### src/hdl/dda_line_rasterizer_defines.svh
// Assertion macros shared by the rasterizer modules.
// Each macro expects a clock named clk and an active-low reset named rst_n.
`ifndef DDA_LINE_RASTERIZER_DEFINES_SVH
`define DDA_LINE_RASTERIZER_DEFINES_SVH

// The consequent must hold in the same cycle as the antecedent.
`define DDA_ASSERT_SAME(label, ante, cons) \
  label: assert property (@(posedge clk) disable iff (!rst_n) (ante) |-> (cons)) \
    else $error("dda assertion failed");

// The consequent must hold in the cycle after the antecedent.
`define DDA_ASSERT_NEXT(label, ante, cons) \
  label: assert property (@(posedge clk) disable iff (!rst_n) (ante) |=> (cons)) \
    else $error("dda assertion failed");

`endif

### src/hdl/dda_pkg.sv
package dda_pkg;

  // Defaults for the top-level parameters.
  localparam int FRACTION_BITS_DEF = 16;
  localparam int COORD_BITS_DEF    = 12;

  // Screen size registers.
  localparam int              SCREEN_W     = 12;
  localparam logic [SCREEN_W-1:0] SCREEN_RESET = 12'd1000;

  // Configuration register indexes.
  localparam int CFG_IDX_W = 1;
  localparam logic [CFG_IDX_W-1:0] REG_SCREEN_WIDTH  = 1'd0;
  localparam logic [CFG_IDX_W-1:0] REG_SCREEN_HEIGHT = 1'd1;

  // Operation codes carried in in_tuser.
  localparam logic OP_START = 1'b0;
  localparam logic OP_STEP  = 1'b1;

  // Controller states.
  typedef enum logic [1:0] {
    ST_IDLE,
    ST_DIV,
    ST_SLOPE
  } state_t;

  // Commands from the controller to the datapath.
  typedef struct packed {
    logic load_line;
    logic div_step;
    logic div_first;
    logic slope_load;
    logic pix_step;
  } ctrl_cmd_t;

  // Status from the datapath to the controller.
  typedef struct packed {
    logic buf_full;
    logic major_nonzero;
  } dp_stat_t;

endpackage

### src/hdl/dda_div.sv
module dda_div #(
  parameter int NUM_W = 12,
  parameter int QUO_W = 17
) (
  input  logic             clk,
  input  logic             load,
  input  logic             step,
  input  logic             first,
  input  logic [NUM_W-1:0] num,
  input  logic [NUM_W-1:0] den,
  output logic [QUO_W-1:0] quo
);

  logic [NUM_W:0]   rem_r;
  logic [NUM_W:0]   rem_nxt;
  logic [NUM_W-1:0] den_r;
  logic [QUO_W-1:0] quo_r;
  logic [NUM_W:0]   trial;
  logic             ge;

  // One quotient bit per step; the first step tests the integer bit without a shift.
  always_comb begin
    trial   = first ? rem_r : {rem_r[NUM_W-1:0], 1'b0};
    ge      = trial >= {1'b0, den_r};
    rem_nxt = ge ? (trial - {1'b0, den_r}) : trial;
  end

  always_ff @(posedge clk) begin
    if (load) begin
      rem_r <= {1'b0, num};
      den_r <= den;
      quo_r <= '0;
    end else if (step) begin
      rem_r <= rem_nxt;
      quo_r <= {quo_r[QUO_W-2:0], ge};
    end
  end

  assign quo = quo_r;

endmodule

### src/hdl/dda_ctrl.sv
module dda_ctrl #(
  parameter int FRACTION_BITS = dda_pkg::FRACTION_BITS_DEF
) (
  input  logic               clk,
  input  logic               rst_n,
  input  logic               in_tvalid,
  input  logic               in_op,
  output logic               in_tready,
  input  dda_pkg::dp_stat_t  stat,
  output dda_pkg::ctrl_cmd_t cmd
);
  import dda_pkg::*;
  `include "dda_line_rasterizer_defines.svh"

  localparam int CNT_W = $clog2(FRACTION_BITS + 1);
  localparam logic [CNT_W-1:0] CNT_TOP = CNT_W'(FRACTION_BITS);

  state_t           state_r, state_nxt;
  logic [CNT_W-1:0] cnt_r, cnt_nxt;
  logic             accept;
  logic             start_div;

  // State and bit counter registers.
  always_ff @(posedge clk) begin
    if (!rst_n) begin
      state_r <= ST_IDLE;
      cnt_r   <= '0;
    end else begin
      state_r <= state_nxt;
      cnt_r   <= cnt_nxt;
    end
  end

  assign accept    = in_tvalid && in_tready;
  assign start_div = accept && in_op == OP_START && stat.major_nonzero;

  // Next state and commands.
  always_comb begin
    state_nxt = state_r;
    cnt_nxt   = cnt_r;
    in_tready = 1'b0;
    cmd       = '0;
    case (state_r)
      ST_IDLE: begin
        in_tready = !stat.buf_full;
        if (in_tvalid && !stat.buf_full) begin
          if (in_op == OP_START) begin
            cmd.load_line = 1'b1;
            if (stat.major_nonzero) begin
              state_nxt = ST_DIV;
              cnt_nxt   = CNT_TOP;
            end
          end else begin
            cmd.pix_step = 1'b1;
          end
        end
      end
      ST_DIV: begin
        cmd.div_step  = 1'b1;
        cmd.div_first = (cnt_r == CNT_TOP);
        if (cnt_r == '0) begin
          state_nxt = ST_SLOPE;
        end else begin
          cnt_nxt = cnt_r - 1'b1;
        end
      end
      ST_SLOPE: begin
        cmd.slope_load = 1'b1;
        state_nxt      = ST_IDLE;
      end
      default: begin
        state_nxt = ST_IDLE;
      end
    endcase
  end

  `DDA_ASSERT_NEXT(a_start_divides, start_div, state_r == ST_DIV && cnt_r == CNT_TOP)
  `DDA_ASSERT_NEXT(a_div_ends, state_r == ST_DIV && cnt_r == '0, state_r == ST_SLOPE)
  `DDA_ASSERT_NEXT(a_slope_once, state_r == ST_SLOPE, state_r == ST_IDLE)

endmodule

### src/hdl/dda_dp.sv
module dda_dp #(
  parameter int FRACTION_BITS = dda_pkg::FRACTION_BITS_DEF,
  parameter int COORD_BITS    = dda_pkg::COORD_BITS_DEF
) (
  input  logic                                 clk,
  input  logic                                 rst_n,
  input  dda_pkg::ctrl_cmd_t                   cmd,
  output dda_pkg::dp_stat_t                    stat,
  // Start fields
  input  logic signed [COORD_BITS-1:0]         start_x,
  input  logic signed [COORD_BITS-1:0]         start_y,
  input  logic signed [COORD_BITS-1:0]         end_x,
  input  logic signed [COORD_BITS-1:0]         end_y,
  input  logic [7:0]                           red_in,
  input  logic [7:0]                           green_in,
  input  logic [7:0]                           blue_in,
  // Configuration writes
  input  logic                                 cfg_valid,
  output logic                                 cfg_ready,
  input  logic [dda_pkg::CFG_IDX_W-1:0]        cfg_index,
  input  logic [dda_pkg::SCREEN_W-1:0]         cfg_data,
  // Result buffer head
  output logic                                 out_valid,
  input  logic                                 out_ready,
  output logic signed [COORD_BITS-1:0]         pixel_x,
  output logic signed [COORD_BITS-1:0]         pixel_y,
  output logic [7:0]                           red_out,
  output logic [7:0]                           green_out,
  output logic [7:0]                           blue_out,
  output logic                                 on_screen,
  output logic                                 last_pixel
);
  import dda_pkg::*;
  `include "dda_line_rasterizer_defines.svh"

  localparam int C      = COORD_BITS;
  localparam int F      = FRACTION_BITS;
  localparam int ACC_W  = C + F;
  localparam int SLP_W  = F + 2;
  localparam int QUO_W  = F + 1;
  localparam int CMP_W  = (C > SCREEN_W) ? C : SCREEN_W;
  localparam int PIX_W  = 2 * C + 26;

  // Screen size registers.
  logic [SCREEN_W-1:0] scr_w_r, scr_h_r;

  assign cfg_ready = 1'b1;

  always_ff @(posedge clk) begin
    if (!rst_n) begin
      scr_w_r <= SCREEN_RESET;
      scr_h_r <= SCREEN_RESET;
    end else if (cfg_valid) begin
      case (cfg_index)
        REG_SCREEN_WIDTH:  scr_w_r <= cfg_data;
        REG_SCREEN_HEIGHT: scr_h_r <= cfg_data;
        default: begin
        end
      endcase
    end
  end

  // Start setup: deltas, major axis choice and divider operands.
  logic signed [C:0] dx, dy, dmaj, dmin;
  logic [C-1:0]      adx, ady, amaj, amin;
  logic              x_major_in;

  always_comb begin
    dx         = {end_x[C-1], end_x} - {start_x[C-1], start_x};
    dy         = {end_y[C-1], end_y} - {start_y[C-1], start_y};
    adx        = dx[C] ? C'(-dx) : dx[C-1:0];
    ady        = dy[C] ? C'(-dy) : dy[C-1:0];
    x_major_in = ady <= adx;
    dmaj       = x_major_in ? dx : dy;
    dmin       = x_major_in ? dy : dx;
    amaj       = x_major_in ? adx : ady;
    amin       = x_major_in ? ady : adx;
  end

  assign stat.major_nonzero = amaj != '0;

  logic [QUO_W-1:0] quo;

  dda_div #(
    .NUM_W (C),
    .QUO_W (QUO_W)
  ) u_div (
    .clk   (clk),
    .load  (cmd.load_line),
    .step  (cmd.div_step),
    .first (cmd.div_first),
    .num   (amin),
    .den   (amaj),
    .quo   (quo)
  );

  // Line state.
  logic                    line_active_r;
  logic                    x_major_r;
  logic                    step_down_r;
  logic                    minor_neg_r;
  logic [C-1:0]            major_pos_r;
  logic [C-1:0]            major_end_r;
  logic signed [ACC_W-1:0] acc_r;
  logic signed [SLP_W-1:0] slope_r;
  logic [23:0]             color_r;

  // Pixel of the current position: the minor coordinate adds one half to the
  // accumulator, then truncates toward zero.
  logic signed [ACC_W:0] rnd;
  logic [ACC_W:0]        rnd_neg;
  logic [C-1:0]          minor_pix;
  logic [C-1:0]          px, py;
  logic                  vis, last;
  logic                  push;

  always_comb begin
    rnd     = {acc_r[ACC_W-1], acc_r} + (ACC_W + 1)'(1 << (F - 1));
    rnd_neg = -rnd;
    if (rnd[ACC_W]) begin
      minor_pix = -rnd_neg[F +: C];
    end else begin
      minor_pix = rnd[F +: C];
    end
    px   = x_major_r ? major_pos_r : minor_pix;
    py   = x_major_r ? minor_pix : major_pos_r;
    vis  = !px[C-1] && !py[C-1]
           && (CMP_W'(px) < CMP_W'(scr_w_r))
           && (CMP_W'(py) < CMP_W'(scr_h_r));
    last = major_pos_r == major_end_r;
    push = cmd.pix_step && line_active_r;
  end

  always_ff @(posedge clk) begin
    if (!rst_n) begin
      line_active_r <= 1'b0;
    end else if (cmd.load_line) begin
      line_active_r <= 1'b1;
    end else if (push && last) begin
      line_active_r <= 1'b0;
    end
  end

  always_ff @(posedge clk) begin
    if (cmd.load_line) begin
      x_major_r   <= x_major_in;
      step_down_r <= dmaj[C];
      minor_neg_r <= dmin[C];
      major_pos_r <= x_major_in ? start_x : start_y;
      major_end_r <= x_major_in ? end_x : end_y;
      acc_r       <= {(x_major_in ? start_y : start_x), {F{1'b0}}};
      slope_r     <= '0;
      color_r     <= {red_in, green_in, blue_in};
    end else begin
      if (cmd.slope_load) begin
        slope_r <= minor_neg_r ? -$signed({1'b0, quo}) : $signed({1'b0, quo});
      end
      if (push && !last) begin
        major_pos_r <= step_down_r ? (major_pos_r - 1'b1) : (major_pos_r + 1'b1);
        acc_r       <= acc_r + ACC_W'(slope_r);
      end
    end
  end

  // Two-entry result buffer so a step can be taken while a result waits.
  logic [PIX_W-1:0] pix_new, head_r, tail_r;
  logic [1:0]       cnt_r;
  logic             pop;

  assign pix_new   = {last, vis, color_r, py, px};
  assign out_valid = cnt_r != 2'd0;
  assign pop       = out_valid && out_ready;
  assign stat.buf_full = cnt_r == 2'd2;

  always_ff @(posedge clk) begin
    if (!rst_n) begin
      cnt_r <= 2'd0;
    end else begin
      cnt_r <= cnt_r + {1'b0, push} - {1'b0, pop};
    end
  end

  always_ff @(posedge clk) begin
    if ((cnt_r == 2'd0 && push) || (cnt_r == 2'd1 && pop && push)) begin
      head_r <= pix_new;
    end else if (cnt_r == 2'd2 && pop) begin
      head_r <= tail_r;
    end
    if (push && cnt_r == 2'd1 && !pop) begin
      tail_r <= pix_new;
    end
  end

  assign pixel_x    = head_r[C-1:0];
  assign pixel_y    = head_r[2*C-1:C];
  assign red_out    = head_r[2*C+16 +: 8];
  assign green_out  = head_r[2*C+8 +: 8];
  assign blue_out   = head_r[2*C +: 8];
  assign on_screen  = head_r[2*C+24];
  assign last_pixel = head_r[2*C+25];

  `DDA_ASSERT_SAME(a_buf_bound, 1'b1, cnt_r != 2'd3)
  `DDA_ASSERT_SAME(a_no_push_full, push, cnt_r != 2'd2)
  `DDA_ASSERT_NEXT(a_last_ends_line, push && last && !cmd.load_line, !line_active_r)

endmodule

### src/hdl/dda_line_rasterizer.sv
// Channel  | Direction | Handshake              | Contents
// in_      | input     | in_tvalid/in_tready    | start or step item, endpoints and color
// out_     | output    | out_tvalid/out_tready  | one pixel with on-screen flag and last mark
// cfg_     | input     | cfg_valid/cfg_ready    | screen width or height write
//
// A step item is taken every cycle while the two-entry result buffer has room.
// A start item of nonzero length keeps the input closed until its slope is
// loaded: the slope divider produces one quotient bit per cycle.
// A zero-length start item skips the division. in_tready drops when both
// result entries wait. Reset is synchronous on rst_n; the configuration port
// is always ready.
module dda_line_rasterizer #(
  parameter int FRACTION_BITS = dda_pkg::FRACTION_BITS_DEF,
  parameter int COORD_BITS    = dda_pkg::COORD_BITS_DEF,
  parameter int IN_DATA_W     = ((4 * COORD_BITS + 24 + 7) / 8) * 8,
  parameter int OUT_DATA_W    = ((2 * COORD_BITS + 24 + 7) / 8) * 8
) (
  input  logic                          clk,
  input  logic                          rst_n,
  // start_x, start_y, end_x, end_y, red_in, green_in, blue_in
  input  logic [IN_DATA_W-1:0]          in_tdata,
  // operation
  input  logic                          in_tuser,
  input  logic                          in_tvalid,
  output logic                          in_tready,
  // pixel_x, pixel_y, red_out, green_out, blue_out
  output logic [OUT_DATA_W-1:0]         out_tdata,
  // on_screen
  output logic                          out_tuser,
  // last_pixel
  output logic                          out_tlast,
  output logic                          out_tvalid,
  input  logic                          out_tready,
  input  logic                          cfg_valid,
  output logic                          cfg_ready,
  input  logic [dda_pkg::CFG_IDX_W-1:0] cfg_index,
  input  logic [dda_pkg::SCREEN_W-1:0]  cfg_data
);
  import dda_pkg::*;

  localparam int C = COORD_BITS;

  ctrl_cmd_t cmd;
  dp_stat_t  stat;

  logic signed [C-1:0] pixel_x, pixel_y;
  logic [7:0]          red_out, green_out, blue_out;

  dda_ctrl #(
    .FRACTION_BITS (FRACTION_BITS)
  ) u_ctrl (
    .clk       (clk),
    .rst_n     (rst_n),
    .in_tvalid (in_tvalid),
    .in_op     (in_tuser),
    .in_tready (in_tready),
    .stat      (stat),
    .cmd       (cmd)
  );

  dda_dp #(
    .FRACTION_BITS (FRACTION_BITS),
    .COORD_BITS    (COORD_BITS)
  ) u_dp (
    .clk        (clk),
    .rst_n      (rst_n),
    .cmd        (cmd),
    .stat       (stat),
    .start_x    (in_tdata[0 +: C]),
    .start_y    (in_tdata[C +: C]),
    .end_x      (in_tdata[2*C +: C]),
    .end_y      (in_tdata[3*C +: C]),
    .red_in     (in_tdata[4*C +: 8]),
    .green_in   (in_tdata[4*C+8 +: 8]),
    .blue_in    (in_tdata[4*C+16 +: 8]),
    .cfg_valid  (cfg_valid),
    .cfg_ready  (cfg_ready),
    .cfg_index  (cfg_index),
    .cfg_data   (cfg_data),
    .out_valid  (out_tvalid),
    .out_ready  (out_tready),
    .pixel_x    (pixel_x),
    .pixel_y    (pixel_y),
    .red_out    (red_out),
    .green_out  (green_out),
    .blue_out   (blue_out),
    .on_screen  (out_tuser),
    .last_pixel (out_tlast)
  );

  // Pack the result fields, lowest field first, zero padded to whole bytes.
  assign out_tdata = OUT_DATA_W'({blue_out, green_out, red_out, pixel_y, pixel_x});

endmodule

### config.mk
export PLATFORM = sky130hd
export DESIGN_NAME = dda_line_rasterizer
export DESIGN_NICKNAME = d
export VERILOG_FILES = /design/src/hdl/dda_pkg.sv /design/src/hdl/dda_div.sv /design/src/hdl/dda_ctrl.sv /design/src/hdl/dda_dp.sv /design/src/hdl/dda_line_rasterizer.sv
export VERILOG_INCLUDE_DIRS = /design/src /design/src/hdl
export SDC_FILE = /design/constraint.sdc
export NUM_CORES = 1
export LEC_CHECK = 0
export BUFFER_PORTS_ARGS = -buffer_cell sky130_fd_sc_hd__buf_2
export CAP_MARGIN = 20
export CELL_PAD_IN_SITES_DETAIL_PLACEMENT = 0
export CELL_PAD_IN_SITES_GLOBAL_PLACEMENT = 1
export CORE_MARGIN = 8
export CORE_UTILIZATION = 43
export DETAILED_ROUTE_END_ITERATION = 16
export PLACE_DENSITY = 0.87
export SETUP_SLACK_MARGIN = 0.5
export SLEW_MARGIN = 5
export SYNTH_ARGS = -nofsm -noshare
export SYNTH_HDL_FRONTEND = slang
export SYNTH_HIERARCHICAL = 1
export SYNTH_SLANG_ARGS = --single-unit
### constraint.sdc
create_clock -name clk -period 6.2 [get_ports clk]
set_input_delay 1.24 -clock clk [delete_from_list [all_inputs] [get_ports clk]]
set_output_delay 1.24 -clock clk [all_outputs]
set_load 0.01 [all_outputs]
==> metrics.csv <==
stage,metric,value,unit
placed_design,numPortBuffers,142,
sta,fin_crit_sh,0.916,
grt,antenna_found_initial,0,
synthesis,netlist_area,17600,µm²
sta,finClkSkew,0.0169,ns
clock_network,cts.clk_slew.worst_paths,0.06,ns
synthesis,ys_types,93,
clock_network,cts_root_buf,clkbuf_16,
hold_path,hold_path_class,reg2reg,
drt,wirelength,43700,µm
drt,antenna_left,0,
clock_network,htree_levels,1,
clock_network,cts_made_buffers,29,
synthesis,synth_edf_count,187,
cells_and_area,final_layout_size_suffix_gt1_frac,0.202,
drt,num_vias,13973,
placed_design,dp_cells,2511,
placed_design,gp_congestion,0.875,
synthesis,ys_top_cells_by_area,"edfxtp_1 (32%), dfxtp_1 (9.8%), ha_1 (8.4%)",
grt,grt.overflow.total,0,
critical_path,required,6.67,ns
sta,fmax,176,MHz
sta,final.setup.tns,0,ns
clock_network,cts.sinks,273,
synthesis,yosys.area.top_type,edfxtp_1,
synthesis,async_flop_share,0,
floorplan,dieArea,47500,µm²
drt,drt_iter0_drc,901,
grt,grt_max_degree,92,
floorplan,start_util,0.433,
synthesis,synth.ff_latch_count,273,
synthesis,postSynthCellCount,1835,
sta,tightest_slew,1.00,ns
clock_network,clock_latency,0.56,ns
critical_path,crit_fanout,6,
sta,hold_viol,0,
critical_path,arrival,6.15,ns
floorplan,die_width,218,µm
cells_and_area,fin_nets,2236,
clock_network,cts_buffer_depth,3,
critical_path,start_kind,primary input,
synthesis,syn-num-nets,2049,
floorplan,core,40600,µm²
sta,setup_viol,0,
power,ir_worst_vdd,0.000218,V
floorplan,rows,74,
power,power_density,371,nW/µm²
sta,fin_crit,5.68,ns
sta,slew_headroom,0.332,
job,maxCapViolCount,0,
clock_network,holdBufCountCts,0,
grt,grt_pass1_wl,69600,µm
synthesis,synth-seq-area-share,0.418,
grt,grt_pass1_vias,13586,
critical_path,critPathKind,in2reg,
critical_path,end_kind,flip-flop,
sta,rsz0062_at_grt,true,
floorplan,die_h,218,µm
sta,drv_slew,0,
drt,drt-wirelength-per-cell,16.9,µm
floorplan,io_pins,144,
clock_network,tritoncts,built,
grt,grtUsageTotal,0.176,
synthesis,synth_top_area_frac,0.320,
drt,firstDrtPassIters,5,
placed_design,dpl.hpwl,33200,µm
synthesis,yosysWarnings,6,
outcome,status,"finished, final reports clean",
cells_and_area,diodes,0,
drt,viasPerCell,5.42,
synthesis,syn_avg_cell_area,9.57,µm²
drt,route.detailed.drc,0,
synthesis,yosys_most_used_dff,edfxtp_1,
power,power.leakage,0.00848,µW
cells_and_area,final_cells,2577,
cells_and_area,synthToLayoutAreaGrowth,17.7,%
-- sequential cells by signal, indices dropped and copies added (netlist names), 2 cells and up --
name	count
u_ctrl/cnt_r	5
u_ctrl/state_r	2
u_dp/acc_r	28
u_dp/cnt_r	2
u_dp/color_r	24
u_dp/head_r	50
u_dp/major_end_r	12
u_dp/major_pos_r	12
u_dp/scr_h_r	12
u_dp/scr_w_r	12
u_dp/slope_r	18
u_dp/tail_r	50
u_dp/u_div/den_r	12
u_dp/u_div/quo	17
u_dp/u_div/rem_r	13
-- per-stage QoR --
stage	total power [µW]	setup slack (ns)	hold slack [ns]	util	area [µm²]
after CTS	7620	0.523	0.456	0.500	20300
after global routing	8170	0.288	0.465	0.509	20700
after global placement	5810	-0.0609	0.429	0.477	19300
final	7670	0.519	0.451	0.509	20700
after detailed placement	5890	-0.323	0.439	0.477	19300
after floorplan	4930	0.411	0.426	-	17700
-- metal layers --
metal	part of all wire	GRT usage	up-vias
li1	-	-	7000
met1	0.46	0.234	6613
met2	0.47	0.298	311
met3	0.053	0.0272	49
met4	0.018	0.0412	0
met5	0	0	-
-- layout by cell type, fill, tap and decap left out, drive strengths merged, types with 17 or more instances in the layout --
master,n
nand2,249
buf,230
edfxtp,187
nor2,145
ha,118
inv,108
a21oi,103
o21ai,94
dfxtp,86
xnor2,77
mux2i,64
xor2,50
mux2,47
clkbuf,43
nor3,35
a21o,32
nand3,28
nor2b,24
a211oi,21
o211ai,21
nand4,20
a21boi,17
-- report_power, final --
| part | total (µW) | switching, µW | internal (µW) |
|---|---|---|---|
| clock | 1690 | 716 | 978 |
| sequential | 2510 | 195 | 2310 |
| combinational | 3470 | 1960 | 1500 |
| total | 7670 | 2870 | 4800 |
-- worst max-delay path: stages --
cell      delay (ns)
buf_6           0.09
inv_2           0.06
ha_4            0.15
fa_2            0.24
nand2b_4        0.15
a21oi_4         0.06
or4_4           0.49
a32oi_2         0.26
and4_4          0.28
a31oi_1         0.08
xnor3_2         0.29
ha_4            0.29
nand4_1         0.18
or2_4           0.31
a31oi_4         0.26
nand3_1         0.10
or3_1           0.31
a211o_1         0.29
or4b_4          0.52
nand2b_4        0.12
o21ai_4         0.07
a311oi_2        0.28
-- repair_timing --
item,4_1_cts,5_1_grt
gates cloned,0,0
endpoints found under the setup margin,6,8
pin swaps,4,24
endpoints found under the hold margin,0,0
gates resized for setup,6,55
setup buffers,2,10
-- cell type report --
class,instances,area (µm²)
Clock buffer,43,840
Multi-Input combinational cell,1380,9890
Timing Repair Buffer,230,1410
Fill cell,3664,19900
Sequential cell,273,7340
Tap cell,532,666
Clock inverter,11,91.3
Inverter,108,418
-- cell usage after synthesis (35+ instances only) --
master and number:
dfxtp_1 86, inv_1 106, mux2i_1 64, nand2_1 249, a21oi_1 101, xor2_1 50
nor3_1 35, nor2_1 145, o21ai_0 85, clkbuf_1 48, edfxtp_1 187, mux2_2 46
ha_1 118, xnor2_1 76
-- final timing paths --
path | from | to | slack [ns] | depth (start not counted)
max | in_tdata[36] | u_ctrl/cnt_r[2] | 0.52 | 22
min | u_dp/color_r[8] | u_dp/tail_r[32] | 0.45 | 0
max reg2reg | u_dp/acc_r[1] | u_dp/head_r[48] | 0.71 | 20
min reg2reg | u_dp/color_r[8] | u_dp/tail_r[32] | 0.45 | 0
-- cells by family after synthesis --
family	after synthesis	share of synthesized area
flops	273	0.418
buf+inv	182	0.0416
compound gates	409	0.157
mux	111	0.0667
xor+xnor	128	0.0651
fa+ha+maj	123	0.0898
simple gates	608	0.161
other cells	1	0.000214
No activity file was read; power rests on OpenSTA's default activity.
